[config.mk]
export PLATFORM = sky130hd
export DESIGN_NAME = pbo_blep
export DESIGN_NICKNAME = d
export VERILOG_FILES = /design/src/rtl/core/pbo_pkg.sv /design/src/rtl/core/pbo_blep.sv
export SDC_FILE = /design/constraint.sdc
export NUM_CORES = 2
export LEC_CHECK = 0
export BUFFER_PORTS_ARGS = -buffer_cell sky130_fd_sc_hd__buf_4
export CORE_MARGIN = 2
export CORE_UTILIZATION = 40
export CTS_BUF_LIST = sky130_fd_sc_hd__clkbuf_2 sky130_fd_sc_hd__clkbuf_4 sky130_fd_sc_hd__clkbuf_8
export DETAILED_ROUTE_END_ITERATION = 10
export PLACE_DENSITY = 0.57
export RECOVER_POWER = 50
export SETUP_SLACK_MARGIN = 0.1
export SLEW_MARGIN = 20
export SYNTH_ARGS = -nofsm -noshare
export SYNTH_HDL_FRONTEND = slang
export SYNTH_SLANG_ARGS = --single-unit
[constraint.sdc]
create_clock -name clk -period 13.8 [get_ports clk]
set_input_delay 2.76 -clock clk [delete_from_list [all_inputs] [get_ports clk]]
set_output_delay 2.76 -clock clk [all_outputs]
set_load 0.02 [all_outputs]
[src/rtl/core/pbo_pkg.sv]
package pbo_pkg;

  localparam int PHASE_BITS_DEF = 24;
  localparam int SINE_DEPTH_DEF = 1024;
  localparam int SAMPLE_BITS_DEF = 24;

  localparam logic [63:0] HALF_PI_Q31 = 64'd3373259426;

  typedef enum logic [1:0] {
    OP_SINE   = 2'd0,
    OP_SAW    = 2'd1,
    OP_SQUARE = 2'd2,
    OP_TRI    = 2'd3
  } op_t;

  // Q31 sine by Taylor series, elaboration only
  function automatic longint sine_q31(input logic [63:0] x);
    logic [63:0] term;
    longint      sum;
    term = x;
    sum  = longint'(x);
    for (int n = 1; n <= 12; n++) begin
      term = ((term * x) >> 31) / 64'(2 * n);
      term = ((term * x) >> 31) / 64'(2 * n + 1);
      if ((n & 1) != 0) begin
        sum = sum - longint'(term);
      end else begin
        sum = sum + longint'(term);
      end
    end
    return sum;
  endfunction

endpackage

[src/rtl/core/pbo_blep.sv]
module pbo_blep
  import pbo_pkg::*;
#(
  parameter int PHASE_BITS = PHASE_BITS_DEF,
  parameter int FRAC       = SAMPLE_BITS_DEF - 2
) (
  input  logic                   clk,
  input  logic [FRAC+2:1]        adv,
  input  logic [PHASE_BITS-1:0]  t,
  input  logic [PHASE_BITS-1:0]  dt,
  output logic signed [FRAC+1:0] blep
);

  localparam int PB = PHASE_BITS;
  localparam int NQ = FRAC + 1;

  logic [PB-1:0]   rem    [1:NQ];
  logic [PB-1:0]   dvs    [1:NQ];
  logic [FRAC-1:0] quo    [1:NQ];
  logic            act    [1:NQ];
  logic            neg    [1:NQ];

  // stage 1: pick the side of the jump
  logic [PB:0]   sum;
  logic          before_jump;
  logic          after_jump;

  assign sum         = {1'b0, t} + {1'b0, dt};
  assign before_jump = t < dt;
  assign after_jump  = sum[PB] && (sum[PB-1:0] != '0);

  always_ff @(posedge clk) begin
    if (adv[1]) begin
      rem[1] <= before_jump ? t : (~t + PB'(1));
      dvs[1] <= dt;
      quo[1] <= '0;
      act[1] <= before_jump || after_jump;
      neg[1] <= before_jump;
    end
  end

  // one quotient bit per stage
  for (genvar k = 2; k <= NQ; k++) begin : g_div
    logic [PB:0] r2;
    logic        ge;
    logic [PB:0] diff;

    assign r2   = {rem[k-1], 1'b0};
    assign ge   = r2 >= {1'b0, dvs[k-1]};
    assign diff = r2 - {1'b0, dvs[k-1]};

    always_ff @(posedge clk) begin
      if (adv[k]) begin
        rem[k] <= ge ? diff[PB-1:0] : r2[PB-1:0];
        dvs[k] <= dvs[k-1];
        quo[k] <= {quo[k-1][FRAC-2:0], ge};
        act[k] <= act[k-1];
        neg[k] <= neg[k-1];
      end
    end
  end

  // (1 - q)^2
  logic [FRAC:0]     d;
  logic [2*FRAC+1:0] prod;
  logic signed [FRAC+1:0] mag;

  assign d    = {1'b1, {FRAC{1'b0}}} - {1'b0, quo[NQ]};
  assign prod = d * d;
  assign mag  = $signed({1'b0, prod[2*FRAC:FRAC]});

  always_ff @(posedge clk) begin
    if (adv[FRAC+2]) begin
      if (!act[NQ]) begin
        blep <= '0;
      end else if (neg[NQ]) begin
        blep <= -mag;
      end else begin
        blep <= mag;
      end
    end
  end

endmodule

# Word-level counts from Yosys, hierarchy flattened
# Memories as Yosys holds them, arrays and structs flattened.
# Cells that the tools add are included.
totals:
  elab_cells: 132
  ramBits: 1656
  mem_count: 5
  in_bits: 73
  output_inout_bits: 24
  register_bits: 24
op_classes:
  bitwise: 1
  n_mul: 1
  mux: 70
  add_sub_neg: 26
  n_lt_le_gt_ge: 23
  reduce_logical: 4
memory_table:
  columns: ["memory", "words", "word_bits", "read_ports", "rd_clocked_by_memory_dff", "write_ports", "line", "text"]
  rows:
  - ["dvs", 23, 24, 22, 0, 23, "pbo_blep.sv:18", "logic [PB-1:0] dvs [1:NQ];"]
  - ["rem", 23, 24, 22, 0, 23, "pbo_blep.sv:17", "logic [PB-1:0] rem [1:NQ];"]
  - ["quo", 23, 22, 23, 0, 23, "pbo_blep.sv:19", "logic [FRAC-1:0] quo [1:NQ];"]
  - ["act", 23, 1, 23, 0, 23, "pbo_blep.sv:20", "logic act [1:NQ];"]
  - ["neg", 23, 1, 23, 0, 23, "pbo_blep.sv:21", "logic neg [1:NQ];"]
op_table:
  columns: ["op", "n"]
  rows:
  - ["$mux W24", 23]
  - ["$ge A25 B24 Y1", 22]
  - ["$sub A24 B24 Y24", 22]
  - ["$mux W1", 46]
  - ["$mul A23 B23 Y45", 1]
  - ["$add A24 B24 Y25", 1]
  - ["$add A24 B1 Y24 const B", 1]
  - ["$lt A24 B24 Y1", 1]
  - ["$neg A23 Y24", 1]
  - ["$not A24 Y24", 1]
  - ["$reduce_bool A24 Y1", 1]
  - ["$mux W23", 1]
  - ["$sub A23 B22 Y23 const A", 1]
  - ["$reduce_and A2 Y1", 1]
  - ["$logic_and A1 B1 Y1", 1]
  - ["$logic_or A1 B1 Y1", 1]

# Logic depth before layout (Yosys ltp)
# An unclocked memory read counts as a cell.
depth:
  ltp_word: 5
  mapped_depth: 41
  mapped_depth_nobuf: 39

# Worst setup path before layout
# Ideal clock, no wire load.
synth_path:
  path_type: "register -> register"
  startpoint: "reg quo[0][506] (netlist name)"
  endpoint: "reg blep[22], data pin"
  path_slack_ps: 3506
  period_less_slack_ps: 10294
  arrival_time_ps: 10036
  setup_ps: 258
  stages_incl_launch_ff: 36
  required_ps: 13542
  path_cell_list: "edfxtp_1 inv_1 clkbuf_1 ha_1 nor3b_1 nand2_1 or2_2 nor4_2 nand3b_1 or3_1 xnor2_1 inv_1 clkbuf_1 nand2_1 fa_1 inv_1 fa_1 fa_1 fa_1 fa_1 fa_1 inv_1 fa_1 inv_1 ha_1 buf_2 o21ai_0 a2111oi_4 nor3_4 nor3_1 o21ai_0 o311ai_0 o311ai_2 nor4_1 nor4_1 nand2b_1"
synth_rtl:
  columns: ["element", "line", "text"]
  rows:
  - ["to (signal assigned)", "pbo_blep.sv:77", "blep <= -mag;"]
  - ["to (signal assigned)", "pbo_blep.sv:79", "blep <= mag;"]
  - ["to (decl)", "pbo_blep.sv:11", "output logic signed [FRAC+1:0] blep"]

==> flow_summary.html <==
<table>
<tr><th>Metric</th><th>Value</th></tr>
<tr><th colspan="2">Status</th></tr>
<tr><td>Result of the run</td><td>complete, but fails checks</td></tr>
<tr><td>Violated checks</td><td>capacitance limit, slew limit</td></tr>
<tr><th colspan="2">GRT</th></tr>
<tr><td>Met3 Track Usage GR</td><td>about 2.6%</td></tr>
<tr><td>Total congestion overflow</td><td>0</td></tr>
<tr><td>Global-route met1 utilization</td><td>~22%</td></tr>
<tr><td>Pin count of the biggest net entering global routing</td><td>just over 70</td></tr>
<tr><td>Initial antenna violation count</td><td>8</td></tr>
<tr><td>Global-route wire length before repair</td><td>roughly 340000 um</td></tr>
<tr><td>GRT Resource Usage Total</td><td>18.6%</td></tr>
<tr><td>Grt peak-use layer</td><td>met2</td></tr>
<tr><td>GRT met2 Usage</td><td>33.8%</td></tr>
<tr><td>Number of global-route vias before repair</td><td>roughly 61k</td></tr>
<tr><th colspan="2">Floorplanning</th></tr>
<tr><td>Core Box Area</td><td>223000 um2</td></tr>
<tr><td>Initial Util</td><td>40.3%</td></tr>
<tr><td>Full die area</td><td>228000 um2</td></tr>
<tr><td>Top-Level Pins</td><td>97</td></tr>
<tr><td>DIE WIDTH</td><td>477 um</td></tr>
<tr><td>Standard-cell row count</td><td>173</td></tr>
<tr><td>Overall die height</td><td>477 um</td></tr>
<tr><th colspan="2">Critical path</th></tr>
<tr><td>Critical setup path kind</td><td>flip-flop to flip-flop</td></tr>
<tr><td>Data required time at the worst endpoint</td><td>14.51 ns</td></tr>
<tr><td>Critical path arrival</td><td>12.46 ns</td></tr>
<tr><td>Last element of the critical path</td><td>blep[22]</td></tr>
<tr><td>Cell depth of the worst flop-to-flop path</td><td>36</td></tr>
<tr><td>Highest net fanout along the worst path</td><td>17</td></tr>
<tr><td>Most used cell, CP</td><td>sky130_fd_sc_hd__inv_1</td></tr>
<tr><td>Crit path launch type</td><td>flip-flop</td></tr>
<tr><td>Largest stage delay on the critical path</td><td>0.71 ns</td></tr>
<tr><td>Worst R2R Start</td><td>quo[0][506]</td></tr>
<tr><td>Worst setup EP type</td><td>flip-flop</td></tr>
<tr><td>Register-to-Register Setup Slack</td><td>roughly 2 ns</td></tr>
<tr><td>Start point of the critical path</td><td>quo[0][506]</td></tr>
<tr><td>Reg-to-reg critical path endpoint</td><td>blep[22]</td></tr>
<tr><td>Cell at the slowest stage of the critical path</td><td>sky130_fd_sc_hd__xor2_1</td></tr>
<tr><th colspan="2">Placement</th></tr>
<tr><td>Detailed Place HPWL</td><td>169000 um</td></tr>
<tr><td>IO Port Bufs</td><td>96</td></tr>
<tr><td>Routability-driven placement congestion ratio</td><td>roughly 0.90</td></tr>
<tr><th colspan="2">Finish</th></tr>
<tr><td>Fraction of layout cells with a size suffix above 1</td><td>between 8 and 9%</td></tr>
<tr><td>Sequential standard cell area</td><td>41400 um2</td></tr>
<tr><td>Fill cells</td><td>20.9k</td></tr>
<tr><td>Area taken by multi-input logic gates</td><td>43100 um2</td></tr>
<tr><td>Final layout net count</td><td>between 9k and 10k</td></tr>
<tr><td>Area growth from synthesis to layout</td><td>9.96%</td></tr>
<tr><th colspan="2">Clocking</th></tr>
<tr><td>H-tree lvl count</td><td>4</td></tr>
<tr><td>CTS Buf Count</td><td>232</td></tr>
<tr><td>Clock net sink count</td><td>about 1.4k</td></tr>
<tr><td>Post_cts resized</td><td>0</td></tr>
<tr><td>CTS max path bufs</td><td>3</td></tr>
<tr><td>Clock-pin slew on the worst setup and hold paths</td><td>roughly 0.070 ns</td></tr>
<tr><td>TritonCTS clock tree</td><td>yes</td></tr>
<tr><td>Clock latency reported for the late side of the worst-skew pair</td><td>about 0.96 ns</td></tr>
<tr><td>Post-CTS Repair Setup Buffers</td><td>0</td></tr>
<tr><td>Clk root buf</td><td>sky130_fd_sc_hd__clkbuf_8</td></tr>
<tr><td>Hold-fix buffers at CTS</td><td>0</td></tr>
<tr><th colspan="2">Drt</th></tr>
<tr><td>Remaining routing DRC violations</td><td>0</td></tr>
<tr><td>DRC marker count from the first detailed-route iteration</td><td>between 3k and 4k</td></tr>
<tr><td>Wire length per cell</td><td>18.7 um</td></tr>
<tr><td>Vias per Instance</td><td>5.18</td></tr>
<tr><td>Aggregate routed wire length</td><td>about 210000 um</td></tr>
<tr><td>DR pass1 iterations</td><td>5</td></tr>
<tr><td>Final ANT Viol Nets</td><td>0</td></tr>
<tr><td>Via count</td><td>approximately 60k</td></tr>
<tr><th colspan="2">Synth</th></tr>
<tr><td>Simple-gate area share of the yosys netlist</td><td>9.54%</td></tr>
<tr><td>Async set-or-reset flop fraction in the synthesized netlist</td><td>0%</td></tr>
<tr><td>Count of mapped cells out of synthesis</td><td>~8k</td></tr>
<tr><td>Most common flop cell mapped by yosys</td><td>sky130_fd_sc_hd__edfxtp_1</td></tr>
<tr><td>Fraction of the mapped netlist area in adder cells</td><td>19.6%</td></tr>
<tr><td>Cell type with the highest aggregate area in the netlist</td><td>sky130_fd_sc_hd__edfxtp_1</td></tr>
<tr><td>Mux cell area share after synthesis</td><td>2.89%</td></tr>
<tr><td>Netlist cell types</td><td>90</td></tr>
<tr><td>Post-Synth XOR/XNOR Area</td><td>~4.7%</td></tr>
<tr><td>Portion of synthesized cell area occupied by the leading cell type</td><td>46.2%</td></tr>
<tr><td>Combinational family with the most area after synthesis</td><td>adder cells</td></tr>
<tr><td>Sequential share of the synthesized area</td><td>a little under half</td></tr>
<tr><td>Synth area leaders</td><td>sky130_fd_sc_hd__edfxtp_1 (46%), sky130_fd_sc_hd__ha_1 (10%), sky130_fd_sc_hd__fa_1 (9.2%)</td></tr>
<tr><td>Number of enable-type register cells in the synthesized netlist</td><td>approximately 1.4k</td></tr>
<tr><td>Compound-gate portion of the synthesized area</td><td>11.2%</td></tr>
<tr><td>Flip-flop and latch count after synthesis</td><td>1379</td></tr>
<tr><td>Yosys warning count</td><td>0</td></tr>
<tr><td>Cell Area, Synth</td><td>89700 um2</td></tr>
<tr><td>Mean post-synth cell area</td><td>11.1 um2</td></tr>
<tr><th colspan="2">Timing</th></tr>
<tr><td>Post-route setup TNS</td><td>0 ns</td></tr>
<tr><td>Setup repair after global routing missed its margin</td><td>false</td></tr>
<tr><td>Crit share post-route</td><td>85.2%</td></tr>
<tr><td>Worst slew margin relative to its limit</td><td>-150%</td></tr>
<tr><td>Number of setup violations in the final report</td><td>0</td></tr>
<tr><td>Highest Clock Rate</td><td>85.1 MHz</td></tr>
<tr><td>Final Hold Fails</td><td>0</td></tr>
<tr><td>Final slew viol count</td><td>816</td></tr>
<tr><td>Slew @ Worst Pin</td><td>3.75 ns</td></tr>
<tr><td>Fin Clk Skew</td><td>~0.065 ns</td></tr>
<tr><td>Post-route minimum period</td><td>11.75 ns</td></tr>
<tr><th colspan="2">Min path</th></tr>
<tr><td>Class of the most critical hold timing path</td><td>flip-flop to flip-flop</td></tr>
<tr><th colspan="2">Job</th></tr>
<tr><td>Number of maximum-capacitance constraint violations</td><td>14</td></tr>
</table>
## placed cells by master, fill, tap and decap left out, drive strengths merged, types with 84 or more instances in the layout
cell type,count
a21o,193
a21oi,542
buf,94
clkbuf,325
clkinv,114
edfxtp,1379
fa,414
ha,741
inv,1263
mux2,213
nand2,460
nand2b,87
nand3,105
nand4,91
nor2,579
nor2b,84
nor3,137
o21a,85
o21ai,335
xnor2,310
xor2,172
## flip-flops by register name, summed over array words and instances (netlist names)
name and count:
act 23, quo 253, rem 528, neg 23, dvs 528, blep 24
## how the worst min path moves through the flow
stage | slack (ns) | to | depth (start not counted) | startpoint
6_report | 0.38 | quo[0][477] | 0 | quo[0][454]
5_1_grt | 0.38 | quo[0][177] | 0 | quo[0][154]
4_1_cts | 0.36 | quo[0][477] | 0 | quo[0][454]
3_5_place_dp | 0.40 | act[0][12] | 0 | act[0][11]
3_3_place_gp | 0.40 | quo[0][521] | 0 | quo[0][498]
2_1_floorplan | 0.40 | act[0][10] | 0 | act[0][9]
## routing by layer
metal / vias to the layer above / part of all wire, %
li1: 28700 / -
met1: 29100 / 41
met2: 1155 / 52
met3: 367 / 3.7
met4: 6 / 3.5
met5: - / 0.019
## cell usage after synthesis (47+ instances only)
cell type                  number
sky130_fd_sc_hd__nand2_1      460
sky130_fd_sc_hd__xor2_1       171
sky130_fd_sc_hd__nand3_1      105
sky130_fd_sc_hd__or3_1         50
sky130_fd_sc_hd__inv_1       1256
sky130_fd_sc_hd__ha_1         741
sky130_fd_sc_hd__o21a_1        85
sky130_fd_sc_hd__nor2_1       579
sky130_fd_sc_hd__a31oi_1       49
sky130_fd_sc_hd__nand2b_1      87
sky130_fd_sc_hd__nor3_1       135
sky130_fd_sc_hd__xnor2_1      310
sky130_fd_sc_hd__nor2b_1       84
sky130_fd_sc_hd__clkbuf_1     123
sky130_fd_sc_hd__a211oi_1      48
sky130_fd_sc_hd__a21o_1       193
sky130_fd_sc_hd__o21bai_1      52
sky130_fd_sc_hd__o21ai_0      329
sky130_fd_sc_hd__edfxtp_1    1379
sky130_fd_sc_hd__mux2_2       213
sky130_fd_sc_hd__nand4_1       91
sky130_fd_sc_hd__a21oi_1      542
sky130_fd_sc_hd__and3_1        47
sky130_fd_sc_hd__fa_1         414
## critical path, delay by kind of cell (launching register included)
family	cells	cell delay (ns)
AND/OR/NAND/NOR	12	3.12
flip-flops	1	0.35
adder cells (fa/ha/maj)	9	4.23
AO/OA/AOI/OAI	5	1.70
XOR/XNOR	1	0.71
buffers and inverters	9	1.38
## final cells by class
class                   instances  area share [%]
well taps                    2975            3.78
diodes                          6          0.0152
flip-flops and latches       1379            42.0
repair buffers                137           0.879
inverters                    1260            4.80
clock inverters               142            1.19
multi-input cells            5285            43.7
clock buffers                 282            3.63
## kinds of logic (layout without fill, tap and decap cells)
kind of cell               after synthesis  count (layout)
DFF                                   1379            1379
adders and majority gates             1155            1155
AOI/OAI and AO/OA                     1594            1594
other                                    2              23
muxes                                  232             232
xor gates and xnor gates               482             482
and+or+nand+nor                       1805            1805
buffers and inverters                 1398            1821
## metrics by stage
stage                     hold slack (ns)  instance area [um2]  util, %  setup WS, ns  cells
after global placement              0.401                94000     42.2          2.40  11000
final                               0.383                98600     44.3          2.05  11500
after CTS                           0.363                98700     44.4          2.08  11500
after detailed placement            0.405                94000     42.2          2.14  11000
after floorplan                     0.400                89700        -          3.51   8062
after global routing                0.381                98600     44.3          1.31  11500
Power is not shown: default switching activity piles up to over one toggle a cycle in this logic, so the estimate is an artifact.
